$ cat config.mk
export PLATFORM = sky130hd
export DESIGN_NAME = key_event_filter_fifo
export DESIGN_NICKNAME = d
export VERILOG_FILES = /design/src/hw/rtl/kef_pkg.sv /design/src/hw/rtl/kef_queue.sv /design/src/hw/rtl/key_event_filter_fifo.sv
export SDC_FILE = /design/constraint.sdc
export NUM_CORES = 1
export LEC_CHECK = 0
export BUFFER_PORTS_ARGS = -buffer_cell sky130_fd_sc_hd__clkbuf_2
export CORE_AREA = 2 2 120 122
export CTS_CLUSTER_SIZE = 20
export DETAILED_ROUTE_END_ITERATION = 16
export DIE_AREA = 0 0 122 124
export PLACE_DENSITY = 0.78
export REMOVE_ABC_BUFFERS = 1
export SLEW_MARGIN = 40
export SYNTH_ARGS = -nofsm -noshare
export SYNTH_HDL_FRONTEND = slang
export SYNTH_HIERARCHICAL = 1
export SYNTH_SLANG_ARGS = --single-unit
export TNS_END_PERCENT = 20
$ cat constraint.sdc
create_clock -name clk_i -period 4.63 [get_ports clk_i]
set_clock_uncertainty 0.1 [all_clocks]
set_input_delay 0.463 -clock clk_i [delete_from_list [all_inputs] [get_ports clk_i]]
set_output_delay 0.463 -clock clk_i [all_outputs]
set_load 0.01 [all_outputs]
$ cat src/hw/rtl/kef_pkg.sv
`timescale 1ns / 1ps
package kef_pkg;

  // default queue depth
  localparam int unsigned QueueDepth = 16;

  // field widths
  localparam int unsigned ActionW  = 2;
  localparam int unsigned WordW    = 32;
  localparam int unsigned CodeW    = 8;
  localparam int unsigned CountOutW = 5;

  // stream widths
  localparam int unsigned InDataW  = 72;
  localparam int unsigned OutDataW = 24;

  // message codes
  localparam logic [WordW-1:0] MsgChar    = 32'h0000_0102;
  localparam logic [WordW-1:0] MsgKeyDown = 32'h0000_0100;
  localparam logic [WordW-1:0] ClipChar   = 32'h0000_0016;

  typedef enum logic [ActionW-1:0] {
    ACT_DELIVER = 2'd0,
    ACT_POP     = 2'd1,
    ACT_ENABLE  = 2'd2
  } action_e;

  typedef struct packed {
    logic             is_key;
    logic [CodeW-1:0] code;
  } entry_t;

  // request to the queue for one item
  typedef struct packed {
    logic   push;
    logic   pop;
    logic   clear;
    entry_t wdata;
  } queue_ctl_t;

  typedef struct packed {
    logic full;
    logic empty;
  } queue_stat_t;

  // registered result without the popped entry
  typedef struct packed {
    logic                 event_valid;
    logic                 accepted;
    logic                 dropped_full;
    logic [CountOutW-1:0] queue_count;
    logic                 clipboard_flag;
  } result_t;

  // navigation and edit keys that pass the key-down filter
  function automatic logic is_listed_key(input logic [WordW-1:0] code);
    logic hit;
    unique case (code)
      32'h26, 32'h28, 32'h25, 32'h27,
      32'h24, 32'h09, 32'h23, 32'h2e,
      32'h2d, 32'h14, 32'h21, 32'h22: hit = 1'b1;
      default:                        hit = 1'b0;
    endcase
    return hit;
  endfunction

endpackage

$ cat src/hw/rtl/kef_queue.sv
`timescale 1ns / 1ps
module kef_queue #(
  parameter int unsigned QUEUE_DEPTH = kef_pkg::QueueDepth,
  localparam int unsigned PtrW = $clog2(QUEUE_DEPTH),
  localparam int unsigned CntW = $clog2(QUEUE_DEPTH + 1)
) (
  input  logic                 clk_i,
  input  logic                 rst_ni,
  input  kef_pkg::queue_ctl_t  ctl_i,
  output kef_pkg::queue_stat_t stat_o,
  output logic [CntW-1:0]      count_next_o,
  output kef_pkg::entry_t      rdata_o
);

  localparam logic [PtrW-1:0] LastPtr = PtrW'(QUEUE_DEPTH - 1);
  localparam logic [CntW-1:0] FullCnt = CntW'(QUEUE_DEPTH);

  kef_pkg::entry_t mem [QUEUE_DEPTH];
  kef_pkg::entry_t rdata_q;

  logic [PtrW-1:0] rptr_q, rptr_d;
  logic [PtrW-1:0] wptr_q, wptr_d;
  logic [CntW-1:0] count_q, count_d;

  assign stat_o.full  = (count_q == FullCnt);
  assign stat_o.empty = (count_q == '0);

  always_comb begin
    rptr_d  = rptr_q;
    wptr_d  = wptr_q;
    count_d = count_q;
    priority if (ctl_i.clear) begin
      rptr_d  = '0;
      wptr_d  = '0;
      count_d = '0;
    end else if (ctl_i.push) begin
      wptr_d  = (wptr_q == LastPtr) ? '0 : wptr_q + 1'b1;
      count_d = count_q + 1'b1;
    end else if (ctl_i.pop) begin
      rptr_d  = (rptr_q == LastPtr) ? '0 : rptr_q + 1'b1;
      count_d = count_q - 1'b1;
    end
  end

  assign count_next_o = count_d;
  assign rdata_o      = rdata_q;

  always_ff @(posedge clk_i or negedge rst_ni) begin
    if (!rst_ni) begin
      rptr_q  <= '0;
      wptr_q  <= '0;
      count_q <= '0;
    end else begin
      rptr_q  <= rptr_d;
      wptr_q  <= wptr_d;
      count_q <= count_d;
    end
  end

  // storage has no reset; reads only follow the fill count
  always_ff @(posedge clk_i) begin
    if (ctl_i.push) begin
      mem[wptr_q] <= ctl_i.wdata;
    end
    if (ctl_i.pop) begin
      rdata_q <= mem[rptr_q];
    end
  end

`ifndef ASSERT_OFF
  a_count_bound: assert property (@(posedge clk_i) disable iff (!rst_ni)
    count_q <= FullCnt)
    else $error("queue count above depth");

  a_pop_nonempty: assert property (@(posedge clk_i) disable iff (!rst_ni)
    ctl_i.pop |-> !stat_o.empty)
    else $error("pop from empty queue");

  a_push_room: assert property (@(posedge clk_i) disable iff (!rst_ni)
    ctl_i.push |-> !stat_o.full && !ctl_i.pop)
    else $error("push into full queue or with pop");

  a_ptr_gap: assert property (@(posedge clk_i) disable iff (!rst_ni)
    (!stat_o.full && !stat_o.empty) |-> rptr_q != wptr_q)
    else $error("pointers meet while partly filled");
`endif

endmodule

$ cat src/hw/rtl/key_event_filter_fifo.sv
`timescale 1ns / 1ps
// Keyboard message filter with an event queue.
// Input stream: one request per item. s_axis_tuser carries the action
// (deliver message, pop oldest event, set enable and empty queue),
// s_axis_tdata the message code, key parameter and enable bit.
// Output stream: exactly one result per request, in request order, with
// the popped event (kind in m_axis_tuser), accept/drop flags, the queue
// fill after the request and the sticky clipboard flag.
// The result is valid in the cycle after the request is taken.
// Throughput: one request per cycle while results are taken; the queue update
// and filter decode sit between the input handshake and one result register,
// and the queue storage is read through a register at the same edge.
// Reset: queue empty, filter disabled, clipboard flag clear; no output.
// Stall: while a result waits and m_axis_tready is low, s_axis_tready is
// low and the result holds; when it is taken a new request enters the
// same cycle.
module key_event_filter_fifo #(
  parameter int unsigned QUEUE_DEPTH = kef_pkg::QueueDepth
) (
  input  logic                          clk_i,
  input  logic                          rst_ni,
  input  logic                          s_axis_tvalid,
  output logic                          s_axis_tready,
  // [31:0] message_code, [63:32] key_param, [64] enable_value, rest zero
  input  logic [kef_pkg::InDataW-1:0]   s_axis_tdata,
  // [1:0] action
  input  logic [kef_pkg::ActionW-1:0]   s_axis_tuser,
  output logic                          m_axis_tvalid,
  input  logic                          m_axis_tready,
  // [0] event_valid, [8:1] event_code, [9] accepted, [10] dropped_full,
  // [15:11] queue_count, [16] clipboard_flag, rest zero
  output logic [kef_pkg::OutDataW-1:0]  m_axis_tdata,
  // [0] event_is_key
  output logic                          m_axis_tuser
);

  localparam int unsigned CntW = $clog2(QUEUE_DEPTH + 1);

  logic                         in_fire;
  kef_pkg::action_e             action;
  logic [kef_pkg::WordW-1:0]    message_code;
  logic [kef_pkg::WordW-1:0]    key_param;
  logic                         enable_value;

  logic                         is_char, is_key, qualifies;
  kef_pkg::queue_ctl_t          ctl;
  kef_pkg::queue_stat_t         stat;
  logic [CntW-1:0]              count_next;
  kef_pkg::entry_t              rdata;

  logic                         enabled_q, enabled_d;
  logic                         clip_q, clip_d;
  logic                         out_valid_q;
  kef_pkg::result_t             res_q, res_d;

  assign s_axis_tready = !out_valid_q || m_axis_tready;
  assign in_fire       = s_axis_tvalid && s_axis_tready;

  assign action       = kef_pkg::action_e'(s_axis_tuser);
  assign message_code = s_axis_tdata[31:0];
  assign key_param    = s_axis_tdata[63:32];
  assign enable_value = s_axis_tdata[64];

  assign is_char = (message_code == kef_pkg::MsgChar);
  assign is_key  = (message_code == kef_pkg::MsgKeyDown) && kef_pkg::is_listed_key(key_param);

  always_comb begin
    ctl              = '0;
    ctl.wdata.is_key = !is_char;
    ctl.wdata.code   = key_param[kef_pkg::CodeW-1:0];
    qualifies        = 1'b0;
    enabled_d        = enabled_q;
    clip_d           = clip_q;
    if (in_fire) begin
      unique case (action)
        kef_pkg::ACT_DELIVER: begin
          qualifies = enabled_q && (is_char || is_key);
          ctl.push  = qualifies && !stat.full;
          if (enabled_q && is_char && key_param == kef_pkg::ClipChar) begin
            clip_d = 1'b1;
          end
        end
        kef_pkg::ACT_POP: begin
          ctl.pop = !stat.empty;
        end
        kef_pkg::ACT_ENABLE: begin
          ctl.clear = 1'b1;
          enabled_d = enable_value;
        end
        default: begin
        end
      endcase
    end
    res_d.event_valid    = ctl.pop;
    res_d.accepted       = ctl.push;
    res_d.dropped_full   = qualifies && stat.full;
    res_d.queue_count    = kef_pkg::CountOutW'(count_next);
    res_d.clipboard_flag = clip_d;
  end

  kef_queue #(
    .QUEUE_DEPTH(QUEUE_DEPTH)
  ) u_queue (
    .clk_i       (clk_i),
    .rst_ni      (rst_ni),
    .ctl_i       (ctl),
    .stat_o      (stat),
    .count_next_o(count_next),
    .rdata_o     (rdata)
  );

  always_ff @(posedge clk_i or negedge rst_ni) begin
    if (!rst_ni) begin
      enabled_q   <= 1'b0;
      clip_q      <= 1'b0;
      out_valid_q <= 1'b0;
    end else begin
      enabled_q <= enabled_d;
      clip_q    <= clip_d;
      if (in_fire) begin
        out_valid_q <= 1'b1;
      end else if (m_axis_tready) begin
        out_valid_q <= 1'b0;
      end
    end
  end

  always_ff @(posedge clk_i) begin
    if (in_fire) begin
      res_q <= res_d;
    end
  end

  // popped entry fields read as zero unless a pop returned an event
  assign m_axis_tvalid = out_valid_q;
  assign m_axis_tdata  = {7'b0,
                          res_q.clipboard_flag,
                          res_q.queue_count,
                          res_q.dropped_full,
                          res_q.accepted,
                          res_q.event_valid ? rdata.code : {kef_pkg::CodeW{1'b0}},
                          res_q.event_valid};
  assign m_axis_tuser  = res_q.event_valid && rdata.is_key;

`ifndef ASSERT_OFF
  a_clip_sticky: assert property (@(posedge clk_i) disable iff (!rst_ni)
    clip_q |=> clip_q)
    else $error("clipboard flag cleared");

  a_disabled_no_push: assert property (@(posedge clk_i) disable iff (!rst_ni)
    ctl.push |-> enabled_q && action == kef_pkg::ACT_DELIVER)
    else $error("event queued while filter disabled");

  a_out_hold: assert property (@(posedge clk_i) disable iff (!rst_ni)
    out_valid_q && !m_axis_tready |=> out_valid_q && $stable(res_q))
    else $error("result changed while stalled");
`endif

endmodule

# After elaboration in Yosys (flattened, before gate mapping)
# Memories as Yosys holds them, arrays and structs flattened. A register that Yosys moved wholly into a read port is not among the register bits.
# Cells that the tools add are included.
[word_totals] regBits=25 latchBits=0 ram_bits=144 romBits=0 in_bits=78 output_inout_bits=27 elab_cells=84 mem_count=1
[mem_list] name="u_queue.mem" depth=16 width=9 read_ports=1 rd_clocked_by_memory_dff=1 wr=1 line_no="kef_queue.sv:18" source="kef_pkg::entry_t mem [QUEUE_DEPTH];"
[op_classes] n_addsub=4 n_mul=0 n_div=0 order_cmp=0 n_eq_ne=21 shift=0 mux=25 bitwise=0 reduce_logical=22
[ops] op="== test 32 x 6 -> 1 bit (second input constant)" n=10
[ops] op="== test 32 x 5 -> 1 bit (second input constant)" n=2
[ops] op="== test 32 x 9 -> 1 bit (second input constant)" n=2
[ops] op="== test 32 x 4 -> 1 bit (second input constant)" n=1
[ops] op="2-to-1 mux 4 bit" n=7
[ops] op="2-to-1 mux 5 bit" n=3
[ops] op="2-to-1 mux 1 bit" n=13
[ops] op="OR reduction 12 bit" n=1
[ops] op="adder 4 x 1 -> 4 bit (second input constant)" n=2
[ops] op="== test 4 bit (second input constant)" n=2
[ops] op="logical AND 1 bit" n=8
[ops] op="2-to-1 mux 8 bit" n=1
[ops] op="nonzero test 2 bit" n=3
[ops] op="adder 5 x 1 -> 5 bit (second input constant)" n=1
[ops] op="== test 5 bit (second input constant)" n=1
[ops] op="zero test 5 bit" n=1
[ops] op="subtractor 5 x 1 -> 5 bit (second input constant)" n=1
[ops] op="zero test 1 bit" n=4
[ops] op="AND reduction 2 bit" n=2
[ops] op="2-to-1 mux 3 bit" n=1
[ops] op="== test 2 x 1 -> 1 bit (second input constant)" n=1
[ops] op="== test 2 bit (second input constant)" n=1
[ops] op="zero test 2 bit" n=1
[ops] op="logical OR 1 bit" n=2
[ops] op="!= test 2 bit (second input constant)" n=1

# Depth between registers and ports, before layout
[depth] depth_word=12 mapped_depth=10 ltp_nobuf=9

# By module
# The synthesis kept the hierarchy.
[modules_own_cells] module="kef_queue" instances=1 cells_per_inst=372 area_each_um2=6646.4 seq_area_each_um2=4919.7
[modules_own_cells] module="key_event_filter_fifo" instances=1 cells_per_inst=76 area_each_um2=810.8 seq_area_each_um2=345.3

# Worst setup path before layout
# OpenSTA, ideal clock, no wires.
[synth_timing] kind="in2reg" start="input s_axis_tdata[5] (netlist bit)" end="memory u_queue/mem[3][0] (netlist bit) (enable)" setup_ns=0.387 arrival_ns=3.024 required_time_ns=4.143 path_slack_ns=1.120 path_stages=7 n_path_buf=1 cell_sequence="nor4_2 nand4_1 or4_4 nor4_1 buf_2 nand2_1 nor3_1"
[synth_lines] item="start, declared" line_no="key_event_filter_fifo.sv:25" source="input logic [kef_pkg::InDataW-1:0] s_axis_tdata,"
[synth_lines] item="end, declared" line_no="kef_queue.sv:18"

==> flow_summary.ini <==
[worst_setup_path]
crit_required_ns = 4.58
crit_buf_inv = 1
critPathTopFamily = simple AND/OR/NAND/NOR gates
crit_chain = or3b_2, or4_4, nor4_2, buf_4, nand2_1, nor2_2
r2r_cells = 6
cp_slowest_stage_delay_ns = 0.53
cp-end-kind = flip-flop
r2r_end = u_queue/mem[15][4]
critPathSlowestCell = nor2_2
path_max_fanout = 15
reg2reg_from = enabled_q
worstPathArrival_ns = 2.87
r2r_slack_ns = 1.71
start_kind = flip-flop
crit_type = flip-flop to flip-flop

[place]
hpwlAfterDp_mm = 9.85
io_buffer_count = 90
globalplace.congestion = 0.798
placed_area_um2 = 8060

[routing]
viasPerCell = 5.88
dr.pass1.iters = 4
vias = 4356
drt_iter0_markers = 522
wl_per_cell_um = 20.3
ant_nets = 0
drt-total-wl_mm = 15.1
drc = 0

[hold_path]
holdPathStages = 2
min_path_type = input pin to flip-flop
min_to = m_axis_tvalid
hold_start = s_axis_tvalid

[pwr]
p_leak_nw = 3.03
vdd_drop_max_mv = 0.316
powerDensity_nw_per_um2 = 442

[synthesis]
yosysWarnings = 6
ys_ff_latch = 178
synth_edf_count = 162
yosysSeqAreaShare_pct = 70.6
syn_inst = 448
synth_ff_type = edfxtp_1
yosys.cell_types.count = 49
netlist.area_leader.share_pct = 65.2
syn_area_per_cell_um2 = 16.6
syn_area_um2 = 7460
yosys.area.top_type = edfxtp_1
synth_area_leaders = edfxtp_1 65%, mux4_2 5.4%, dfrtp_1 5.4%
async_reset_ff_share_pct = 8.99

[floorplan]
core_um2 = 13700
start_util_pct = 54.4
pin_count = 105
dieArea_um2 = 15100
die_h_um = 124
die_w_um = 122
rows = 43

[cts]
postCtsSetupBuffers = 0
cts_buffer_depth = 2
cts.sinks = 178
cts_resized = 0
clkTransAtPathRegs_ns = 0.06
cts_tree = built
clock_latency_ns = 0.42
htreeDepth = 4
clock-root-buffer = clkbuf_16
cts_inserted_buffers = 17
ctsHoldBuffers = 1

[sta]
fin_crit_sh_pct = 63.0
grt_setup_unrepaired = false
finalHoldViolCount = 0
finalSetupTns_ns = 0
slew_violations = 0
max_slew.worst_pin.slew_ns = 0.771
slew-limit-headroom_pct = 48.6
finalCriticalPeriod_ns = 2.92
max_freq_ghz = 0.343
setup_violations = 0
holdWs_ns = 0.155

[grt]
grt_pass1_wl_mm = 22.9
grt_overflow = 0
track_usage_pct = 21.1
antenna_found_initial = 0
first_global_vias = 4274
grt_max_degree = 35

[cells_and_area]
num_antenna_cells = 0
fillers = 962
layout_common_cells = 162 x edfxtp_1, 90 x clkbuf_2, 38 x mux2i_1
final_common_cell = edfxtp_1
synthToLayoutAreaGrowth_pct = 15.4
final_nets = 633
final_cell_area_um2 = 8610
post-route-util_pct = 62.7
drive_gt1_share_pct = 30.7

[run_status]
status = finished, final reports clean

[flow_run]
max-cap-violations = 0
[cell type report]
cell class / instances / area, um2 / share of cell area (%)
multi-input cells: 242 / 2030 / 23.5
well taps: 180 / 225 / 2.62
repair buffers: 101 / 536 / 6.22
flip-flops and latches: 178 / 5270 / 61.2
clock buffers: 18 / 429 / 4.99
inverters: 8 / 30.0 / 0.349
clock inverters: 14 / 91.3 / 1.06
[worst reg2reg max path: cells and delay by family (launching register included)]
kind | cells | cell delay, ns
and+or+nand+nor | 5 | 1.86
DFF | 1 | 0.33
buffers and inverters | 1 | 0.24
[kinds of logic after synthesis]
group / after synthesis / synth area share, %
flip-flops: 178 / 70.6
AND/OR/NAND/NOR: 110 / 8.20
multiplexers: 57 / 10.7
AO/OA/AOI/OAI: 53 / 5.20
buffers and inverters: 34 / 3.14
XOR/XNOR: 8 / 0.940
adder cells (fa/ha/maj): 7 / 1.17
other: 1 / 0.0503
[power breakdown]
part,leakage (nW),internal [mW],switching (mW)
Sequential,1.71,1.82,0.105
Clock,0.255,0.682,0.577
Combinational,1.06,0.309,0.314
[through the flow]
step / worst slack [ns] / total power [mW] / cells
finish: 1.71 / 3.81 / 741
global route: 1.60 / 3.96 / 741
CTS: 1.53 / 3.82 / 741
detailed placement: 1.13 / 2.57 / 708
global placement: 1.16 / 2.55 / 708
floorplan: 0.411 / 2.37 / 428
[routing by layer]
| layer | global-route usage, % | wire, um |
|---|---|---|
| met5 | 0 | 0 |
| met4 | 7.76 | 277 |
| met3 | 4.30 | 929 |
| met2 | 35.6 | 7770 |
| met1 | 27.5 | 6080 |
[how the worst max path moves through the flow]
| stage | startpoint | to | slack [ns] | cells past startpoint |
|---|---|---|---|---|
| after floorplan | s_axis_tdata[5] | u_queue/mem[3][0] | 0.41 | 6 |
| after CTS | enabled_q | u_queue/mem[7][2] | 1.53 | 6 |
| after global routing | enabled_q | u_queue/mem[15][4] | 1.60 | 6 |
| after global placement | s_axis_tdata[0] | u_queue/mem[15][5] | 1.16 | 8 |
| final | enabled_q | u_queue/mem[15][4] | 1.71 | 6 |
| after detailed placement | s_axis_tdata[13] | u_queue/mem[7][6] | 1.13 | 8 |
[cells in the mapped netlist, types with 3 or more instances]
cell type	n
nand4_1	4
buf_2	6
nand2_1	23
clkbuf_1	4
edfxtp_1	162
o21ai_0	9
nand2b_1	8
o21ai_1	3
and2_1	10
nor3_1	5
a221oi_1	20
mux2i_1	38
xor2_1	4
nor4_2	3
xnor2_1	4
inv_1	7
buf_4	9
mux4_2	18
buf_12	3
a22oi_1	10
dfrtp_1	16
a21oi_1	5
nor4_1	13
nor2_1	28
ha_1	7
[flip-flops by register name, summed over array words and instances (netlist names)]
signal	flops
u_queue/rdata_o	9
u_queue/wptr_q	4
u_queue/mem	144
u_queue/count_q	5
enabled_q	1
m_axis_tvalid	1
m_axis_tdata	9
u_queue/rptr_q	4
clip_q	1
No activity file was read; power rests on OpenSTA's default activity.
